[src/rtl/ggpa_pkg.sv]
package ggpa_pkg;

    localparam int COORD_W           = 16;
    localparam int GATE_W            = 33;
    localparam int SQ_W              = 32;
    localparam int MAX_LANDMARKS_DEF = 16;
    localparam int MAX_CENTROIDS_DEF = 64;

    // (0.2 m)^2 in (1/1024 m)^2 units, truncated
    localparam logic [GATE_W-1:0] GATE_RESET = 33'd41943;

    localparam logic [1:0] OP_CLEAR       = 2'd0;
    localparam logic [1:0] OP_APPEND_LM   = 2'd1;
    localparam logic [1:0] OP_APPEND_CENT = 2'd2;
    localparam logic [1:0] OP_RUN         = 2'd3;

    // y in the high half, x in the low half
    typedef struct packed {
        logic signed [COORD_W-1:0] y;
        logic signed [COORD_W-1:0] x;
    } point_t;

    typedef struct packed {
        logic [1:0]                opcode;
        logic signed [COORD_W-1:0] coord_x;
        logic signed [COORD_W-1:0] coord_y;
    } in_item_t;

    typedef struct packed {
        logic [3:0] landmark_index;
        logic       matched;
        logic [5:0] centroid_index;
        logic       last_result;
    } out_item_t;

    typedef struct packed {
        logic   used;
        point_t pt;
    } cell_data_t;

    typedef struct packed {
        logic shift_en;
        logic load_en;
        logic clr_used;
        logic set_used;
    } cell_ctrl_t;

    typedef struct packed {
        logic valid;
        logic cand;
    } dist_tag_t;

endpackage

[src/rtl/gated_greedy_point_association.sv]
// Greedy gated nearest-neighbor association of landmarks to centroids.
// Input channel s_valid/s_ready/s_data carries commands: clear both lists,
// append a landmark, append a centroid, or run matching. Clear and appends
// give no result; appends to a full list are dropped. A run gives one item
// per loaded landmark on m_valid/m_ready/m_data, in load order, the final
// one flagged last_result. Each landmark goes through a landmark memory
// read, a pass over every ring position as the centroid ring rotates past
// the shared three-stage distance pipeline, and the pipeline drain. s_ready
// stays low for the whole run.
// Results go through an output register, so a stalled receiver holds the
// run at the next result; once the run ends, commands are taken again even
// while the last result waits. cfg_wr_en/cfg_wr_data write the squared gate
// at any edge; it is sampled at the start of each landmark.
// Reset empties both lists, clears the used flags and restores the gate.
module gated_greedy_point_association #(
    parameter int MAX_LANDMARKS = ggpa_pkg::MAX_LANDMARKS_DEF,
    parameter int MAX_CENTROIDS = ggpa_pkg::MAX_CENTROIDS_DEF
) (
    input  logic                         aclk,
    input  logic                         aresetn,
    input  logic                         s_valid,
    output logic                         s_ready,
    input  ggpa_pkg::in_item_t           s_data,
    output logic                         m_valid,
    input  logic                         m_ready,
    output ggpa_pkg::out_item_t          m_data,
    input  logic                         cfg_wr_en,
    input  logic [ggpa_pkg::GATE_W-1:0]  cfg_wr_data
);

    localparam int LIDX_W = (MAX_LANDMARKS > 1) ? $clog2(MAX_LANDMARKS) : 1;
    localparam int CIDX_W = (MAX_CENTROIDS > 1) ? $clog2(MAX_CENTROIDS) : 1;
    localparam int LCNT_W = $clog2(MAX_LANDMARKS + 1);
    localparam int CCNT_W = $clog2(MAX_CENTROIDS + 1);

    localparam logic [1:0] ST_IDLE   = 2'd0;
    localparam logic [1:0] ST_LOAD   = 2'd1;
    localparam logic [1:0] ST_SCAN   = 2'd2;
    localparam logic [1:0] ST_FINISH = 2'd3;

    logic [1:0]                  state_reg, state_next;
    logic [LIDX_W-1:0]           li_reg;
    logic [CIDX_W-1:0]           scan_idx_reg;
    logic [LCNT_W-1:0]           lm_count_reg;
    logic [CCNT_W-1:0]           cent_count_reg;
    logic [ggpa_pkg::GATE_W-1:0] gate_reg;
    logic [ggpa_pkg::GATE_W-1:0] best_dist_reg;
    logic [CIDX_W-1:0]           best_idx_reg;
    logic                        found_reg;
    logic                        m_valid_reg;
    ggpa_pkg::out_item_t         m_data_reg;

    ggpa_pkg::point_t            lm_mem [MAX_LANDMARKS];
    ggpa_pkg::point_t            lm_rd_reg;
    ggpa_pkg::point_t            app_pt;
    ggpa_pkg::cell_data_t        ring [MAX_CENTROIDS];

    ggpa_pkg::dist_tag_t         feed_tag, dist_tag;
    logic [CIDX_W-1:0]           dist_idx;
    logic [ggpa_pkg::GATE_W-1:0] dist_val;
    logic                        dist_busy;

    logic s_acc, do_clear, do_run, app_lm, app_cent;
    logic scan_last, last_lm, out_free, emit, mark, hit;
    logic [CIDX_W+5:0]           cidx_ext;
    logic [LIDX_W+3:0]           lidx_ext;

    assign s_ready  = (state_reg == ST_IDLE);
    assign s_acc    = s_valid & s_ready;
    assign do_clear = s_acc && (s_data.opcode == ggpa_pkg::OP_CLEAR);
    assign do_run   = s_acc && (s_data.opcode == ggpa_pkg::OP_RUN);
    assign app_lm   = s_acc && (s_data.opcode == ggpa_pkg::OP_APPEND_LM)
                    && (lm_count_reg != LCNT_W'(MAX_LANDMARKS));
    assign app_cent = s_acc && (s_data.opcode == ggpa_pkg::OP_APPEND_CENT)
                    && (cent_count_reg != CCNT_W'(MAX_CENTROIDS));

    assign app_pt.x = s_data.coord_x;
    assign app_pt.y = s_data.coord_y;

    assign scan_last = (scan_idx_reg == CIDX_W'(MAX_CENTROIDS - 1));
    assign last_lm   = ((LCNT_W'(li_reg) + LCNT_W'(1)) == lm_count_reg);
    assign out_free  = !m_valid_reg || m_ready;
    assign emit      = (state_reg == ST_FINISH) && !dist_busy && out_free;
    assign mark      = emit && found_reg;

    always_comb begin
        state_next = state_reg;
        case (state_reg)
            ST_IDLE: begin
                if (do_run && (lm_count_reg != '0)) begin
                    state_next = ST_LOAD;
                end
            end
            ST_LOAD: begin
                state_next = ST_SCAN;
            end
            ST_SCAN: begin
                if (scan_last) begin
                    state_next = ST_FINISH;
                end
            end
            ST_FINISH: begin
                if (emit) begin
                    state_next = last_lm ? ST_IDLE : ST_LOAD;
                end
            end
            default: begin
                state_next = ST_IDLE;
            end
        endcase
    end

    always_ff @(posedge aclk) begin
        if (!aresetn) begin
            state_reg      <= ST_IDLE;
            li_reg         <= '0;
            scan_idx_reg   <= '0;
            lm_count_reg   <= '0;
            cent_count_reg <= '0;
            gate_reg       <= ggpa_pkg::GATE_RESET;
            m_valid_reg    <= 1'b0;
        end else begin
            state_reg <= state_next;
            if (cfg_wr_en) begin
                gate_reg <= cfg_wr_data;
            end
            if (do_clear) begin
                lm_count_reg   <= '0;
                cent_count_reg <= '0;
            end else begin
                if (app_lm) begin
                    lm_count_reg <= lm_count_reg + LCNT_W'(1);
                end
                if (app_cent) begin
                    cent_count_reg <= cent_count_reg + CCNT_W'(1);
                end
            end
            if (do_run) begin
                li_reg <= '0;
            end else if (emit && !last_lm) begin
                li_reg <= li_reg + LIDX_W'(1);
            end
            // wraps so the ring is back in index order after every landmark
            if (state_reg == ST_SCAN) begin
                scan_idx_reg <= scan_last ? '0 : scan_idx_reg + CIDX_W'(1);
            end
            if (emit) begin
                m_valid_reg <= 1'b1;
            end else if (m_ready) begin
                m_valid_reg <= 1'b0;
            end
        end
    end

    always_ff @(posedge aclk) begin
        if (app_lm) begin
            lm_mem[lm_count_reg[LIDX_W-1:0]] <= app_pt;
        end
        lm_rd_reg <= lm_mem[li_reg];
    end

    // centroid 0 sits at the head of the ring while scan index 0 is fed
    assign feed_tag.valid = (state_reg == ST_SCAN);
    assign feed_tag.cand  = (CCNT_W'(scan_idx_reg) < cent_count_reg) && !ring[0].used;

    ggpa_dist #(
        .IDX_W (CIDX_W)
    ) u_dist (
        .aclk     (aclk),
        .aresetn  (aresetn),
        .lm_pt    (lm_rd_reg),
        .c_pt     (ring[0].pt),
        .in_tag   (feed_tag),
        .in_idx   (scan_idx_reg),
        .out_tag  (dist_tag),
        .out_idx  (dist_idx),
        .out_dist (dist_val),
        .busy     (dist_busy)
    );

    // strict compare keeps the earliest centroid on a tie
    assign hit = dist_tag.valid && dist_tag.cand && (dist_val < best_dist_reg);

    always_ff @(posedge aclk) begin
        if (state_reg == ST_LOAD) begin
            best_dist_reg <= gate_reg;
            best_idx_reg  <= '0;
            found_reg     <= 1'b0;
        end else if (hit) begin
            best_dist_reg <= dist_val;
            best_idx_reg  <= dist_idx;
            found_reg     <= 1'b1;
        end
    end

    genvar k;
    generate
        for (k = 0; k < MAX_CENTROIDS; k++) begin : g_ring
            localparam int NXT = (k == MAX_CENTROIDS - 1) ? 0 : k + 1;
            ggpa_pkg::cell_ctrl_t ctrl;

            assign ctrl.shift_en = (state_reg == ST_SCAN);
            assign ctrl.load_en  = app_cent && (cent_count_reg == CCNT_W'(k));
            assign ctrl.clr_used = do_clear || do_run;
            assign ctrl.set_used = mark && (best_idx_reg == CIDX_W'(k));

            ggpa_cell u_cell (
                .aclk     (aclk),
                .aresetn  (aresetn),
                .ctrl     (ctrl),
                .load_pt  (app_pt),
                .shift_in (ring[NXT]),
                .cell_out (ring[k])
            );
        end
    endgenerate

    assign cidx_ext = {6'd0, best_idx_reg};
    assign lidx_ext = {4'd0, li_reg};

    always_ff @(posedge aclk) begin
        if (emit) begin
            m_data_reg.landmark_index <= lidx_ext[3:0];
            m_data_reg.matched        <= found_reg;
            m_data_reg.centroid_index <= found_reg ? cidx_ext[5:0] : 6'd0;
            m_data_reg.last_result    <= last_lm;
        end
    end

    assign m_valid = m_valid_reg;
    assign m_data  = m_data_reg;

endmodule

[src/rtl/ggpa_cell.sv]
// One centroid slot of the rotating ring.
module ggpa_cell (
    input  logic                  aclk,
    input  logic                  aresetn,
    input  ggpa_pkg::cell_ctrl_t  ctrl,
    input  ggpa_pkg::point_t      load_pt,
    input  ggpa_pkg::cell_data_t  shift_in,
    output ggpa_pkg::cell_data_t  cell_out
);

    ggpa_pkg::point_t pt_reg;
    logic             used_reg;

    always_ff @(posedge aclk) begin
        if (ctrl.shift_en) begin
            pt_reg <= shift_in.pt;
        end else if (ctrl.load_en) begin
            pt_reg <= load_pt;
        end
    end

    always_ff @(posedge aclk) begin
        if (!aresetn) begin
            used_reg <= 1'b0;
        end else if (ctrl.clr_used) begin
            used_reg <= 1'b0;
        end else if (ctrl.shift_en) begin
            used_reg <= shift_in.used;
        end else if (ctrl.set_used) begin
            used_reg <= 1'b1;
        end
    end

    assign cell_out.used = used_reg;
    assign cell_out.pt   = pt_reg;

endmodule

[src/rtl/ggpa_dist.sv]
// Three-stage squared distance: difference, square, sum.
module ggpa_dist #(
    parameter int IDX_W = 6
) (
    input  logic                         aclk,
    input  logic                         aresetn,
    input  ggpa_pkg::point_t             lm_pt,
    input  ggpa_pkg::point_t             c_pt,
    input  ggpa_pkg::dist_tag_t          in_tag,
    input  logic [IDX_W-1:0]             in_idx,
    output ggpa_pkg::dist_tag_t          out_tag,
    output logic [IDX_W-1:0]             out_idx,
    output logic [ggpa_pkg::GATE_W-1:0]  out_dist,
    output logic                         busy
);

    logic signed [ggpa_pkg::COORD_W:0]     dx_reg, dy_reg;
    logic signed [2*ggpa_pkg::COORD_W+1:0] prod_x, prod_y;
    logic [ggpa_pkg::SQ_W-1:0]             sqx_reg, sqy_reg;
    logic [ggpa_pkg::GATE_W-1:0]           dist_reg;
    ggpa_pkg::dist_tag_t                   t1_reg, t2_reg, t3_reg;
    logic [IDX_W-1:0]                      i1_reg, i2_reg, i3_reg;

    // |d| <= 65535, so the square fits in 32 bits
    assign prod_x = dx_reg * dx_reg;
    assign prod_y = dy_reg * dy_reg;

    always_ff @(posedge aclk) begin
        dx_reg   <= {lm_pt.x[ggpa_pkg::COORD_W-1], lm_pt.x}
                  - {c_pt.x[ggpa_pkg::COORD_W-1], c_pt.x};
        dy_reg   <= {lm_pt.y[ggpa_pkg::COORD_W-1], lm_pt.y}
                  - {c_pt.y[ggpa_pkg::COORD_W-1], c_pt.y};
        sqx_reg  <= prod_x[ggpa_pkg::SQ_W-1:0];
        sqy_reg  <= prod_y[ggpa_pkg::SQ_W-1:0];
        dist_reg <= {1'b0, sqx_reg} + {1'b0, sqy_reg};
        i1_reg   <= in_idx;
        i2_reg   <= i1_reg;
        i3_reg   <= i2_reg;
    end

    always_ff @(posedge aclk) begin
        if (!aresetn) begin
            t1_reg <= '0;
            t2_reg <= '0;
            t3_reg <= '0;
        end else begin
            t1_reg <= in_tag;
            t2_reg <= t1_reg;
            t3_reg <= t2_reg;
        end
    end

    assign out_tag  = t3_reg;
    assign out_idx  = i3_reg;
    assign out_dist = dist_reg;
    assign busy     = t1_reg.valid | t2_reg.valid | t3_reg.valid;

endmodule

[config.mk]
export PLATFORM = sky130hd
export DESIGN_NAME = gated_greedy_point_association
export DESIGN_NICKNAME = d
export VERILOG_FILES = /design/src/rtl/ggpa_pkg.sv /design/src/rtl/gated_greedy_point_association.sv /design/src/rtl/ggpa_cell.sv /design/src/rtl/ggpa_dist.sv
export SDC_FILE = /design/constraint.sdc
export NUM_CORES = 2
export LEC_CHECK = 0
export ABC_AREA = 1
export BUFFER_PORTS_ARGS = -buffer_cell sky130_fd_sc_hd__buf_2
export CORE_MARGIN = 5
export CORE_UTILIZATION = 40
export CTS_CLUSTER_DIAMETER = 150
export DETAILED_ROUTE_END_ITERATION = 6
export SYNTH_ARGS = -nofsm -noshare
export SYNTH_HDL_FRONTEND = slang
export SYNTH_SLANG_ARGS = --single-unit
[constraint.sdc]
create_clock -name aclk -period 5.3 [get_ports aclk]
set_clock_uncertainty 0.2 [all_clocks]
set_input_delay 0.795 -clock aclk [delete_from_list [all_inputs] [get_ports aclk]]
set_output_delay 0.795 -clock aclk [all_outputs]
set_load 0.005 [all_outputs]
==> results.md <==
- Layout area overhead: 16.9%
- Yosys cell types: 49
- Die height: 589 um
- Required time of the critical path: 5.85 ns
- Main combinational cell family by area after synthesis: simple AND/OR/NAND/NOR gates
- FFs w/ async S/R, synth: 0
- Final #Nets: 13,500
- Placed cells: 16,600
- Synth Area in Adders: 0.103
- RR Startpoint: u_dist.dx_reg[16]
- First-pass GRT wire length: 537 mm
- Syn Area/Cell: 11.0 um2
- Largest net degree at the start of global routing: about 220
- Core Box Area: 334,000 um2
- Synthesized Nets: 13,100
- Cells after synthesis: 12,200
- Register-to-register setup slack: -0.20 ns
- RSZ-0062 raised after global routing: yes
- Simple-Gate Fraction of Synth Area: 0.163
- CTS root buffer: clkbuf_16
- Mapped Area: between 100,000 and 150,000 um2
- Gpl congestion: approximately 0.86
- RR Endpoint: u_dist.sqx_reg[21]
- Die W: between 500 and 600 um
- Fraction of layout cells with a size suffix above 1: 0.140
- Drt via density: 5.05
- Status: finished with violations
- Global-route usage over all layers: 0.199
- Port Buffers: 85
- Top-area cell type share of the netlist area: 0.582
- Fin cells: around 17,000
- Die area: roughly 350,000 um2
- Synth top area cells: edfxtp_1, nand2_1, fa_1, dfxtp_1, inv_1
- Initial Utilization: 0.402
- Yosys Warn Count: 0
- CP Data Arrival Time: a little over 6 ns
- Clk pin slew, worst setup/hold paths: 0.06 ns
- DRT antenna net count: 0
- Max reg flops: 2,048
- Worst Tran Pin Value: 1.13 ns
- EDFF count, synth: 2,605
- CTS sink count: slightly below 3,000
- Max Fanout on Critical Path: 6
- CP startpoint: u_dist.dx_reg[16]
- Hold slack: 0.0938 ns
- CTS tree: yes
- Crit path setup slack, layout: -0.203 ns
- Multiplexer share of the synthesized area: 0.00775
- Max-cap viol count: 0
- Row count: 212
- Post-Synth XOR/XNOR Area: 0.00900
- Final hold vios: 0
- DRC: 4
- Tmin final: 5.50 ns
- Overflow left after global routing: 0
- Wirelength per Cell: 20.4 um
- Register area share after synthesis: 0.629
- Tcrit/Tclk final: 1.04
- Number of global-route vias before repair: around 86,000
- Drt total wl: 353 mm
- Max_slew headroom: 0.248
- Via Count: 87,400
- H-tree Lvls: 5
- DP HPWL: 223 mm
- Primary FF master, synth: edfxtp_1
- Final setup fails: 26
- Clock tree buffer depth: 4
- HP Class: in -> reg
- First-pass DRT Iterations: 7
- Final Max Tran Viols: 0
- Initial antenna violation count: 29
- Worst R2R Path Depth: 20
- Most frequent cells in the layout: nand2_1, edfxtp_1, inv_1, buf_4, fa_1
- Post-synth top area cell: edfxtp_1
- Iteration-0 DRC Markers: approximately 8,600
- Clock latency on the worst-skew pair: around 0.9 ns
- Ports: 86
- CTS Buf Count: 315
- Max Fclk: 0.182 GHz
- Synth Area in Compound Gates: 0.0372
- Crit path launch type: flip-flop
- Crit path to: u_dist.sqx_reg[21]
- Synth Register Bits: 2,919
- Commonest non-fill, non-tap cell in the layout: nand2_1
- CP endpoint kind: flip-flop
- Violated checks: DRC, setup timing
- Critical path type: reg -> reg
area by class of cell:
class                      instances  area, um2
antenna                           11       27.5
clock buffer                     404       8480
clock inverter                   172       1790
fill                           30300     177000
inverter                        1060       4020
multi-input combinational       7602      46300
sequential                      2919      84600
tap                             4387       5490
timing repair buffer             740       6300
per-layer routing:
layer	wire, um	global-route usage	vias to the layer above	part of all wire
met5	14	0	-	0.000040
met4	8800	0.0500	2	0.025
met3	21900	0.0290	489	0.062
met2	162000	0.313	2584	0.46
met1	160000	0.291	43600	0.45
li1	-	-	40800	-
how the worst min path moves through the flow:
stage                                 from                 to  slack (ns)  cells after the start
after floorplan           u_dist.i1_reg[0]   u_dist.i2_reg[0]        0.11                      0
after global placement    u_dist.i2_reg[5]  u_dist.out_idx[5]        0.11                      0
after detailed placement  u_dist.i1_reg[4]   u_dist.i2_reg[4]        0.11                      0
after CTS                          m_ready            m_valid       0.004                      4
after global routing               m_ready            m_valid        0.06                      4
final                            s_data[7]      lm_mem[4][23]        0.09                      1
critical path, cell delays in order, from the launching register on:
cell,delay (ns)
dfxtp_4,0.42
clkinvlp_4,0.20
buf_6,0.17
or2_4,0.22
fa_1,0.42
inv_1,0.08
fa_2,0.44
fa_2,0.54
fa_2,0.45
fa_1,0.50
inv_1,0.05
fa_1,0.50
inv_2,0.05
ha_4,0.24
buf_6,0.12
a21oi_4,0.16
o21ai_2,0.09
o21bai_4,0.19
a21oi_2,0.13
o21ai_2,0.07
xor2_1,0.15
Yosys cell counts (all sizes together), types with 9 or more instances:
cell type,instances
nand2,4967
edfxtp,2605
inv,1059
fa,512
nor2,498
o21ai,389
clkbuf,379
dfxtp,314
ha,283
buf,272
a21oi,210
nand3,147
o221ai,105
mux2i,104
xor2,102
nor3,42
xnor2,36
nand4,35
a21o,21
o211ai,21
a31oi,20
o21bai,19
o32ai,16
or2,13
a211oi,9
a221oi,9
o22ai,9
through the flow:
step / utilization / setup TNS [ns] / worst slack [ns] / area, um2
3_5_place_dp: 0.428 / -12.82 / -0.479 / 143000
5_1_grt: 0.470 / -7.78 / -0.369 / 157000
2_1_floorplan: - / -0.156 / -0.0682 / 135000
4_1_cts: 0.466 / -1.98 / -0.172 / 156000
6_report: 0.470 / -2.58 / -0.203 / 157000
3_3_place_gp: 0.428 / -10.44 / -0.413 / 143000
cell families (layout without fill, tap and decap cells):
group	after synthesis	after routing
other	0	11
flip-flops	2919	2919
AO/OA/AOI/OAI	846	846
buffers and inverters	1711	2376
XOR/XNOR	138	138
AND/OR/NAND/NOR	5719	5719
multiplexers	104	104
adder cells (fa/ha/maj)	795	795
timing repair:
action	CTS	global route
cloned	4	1
resized for setup	436	295
endpoints found under the hold margin	34	0
pin swaps	174	188
hold buffers	34	0
buffers inserted	42	43
endpoints found under the setup margin	42	42
Power is left out: the tool's default activity adds up to more than one toggle a clock period on the data nets, which glitch-free logic cannot reach.
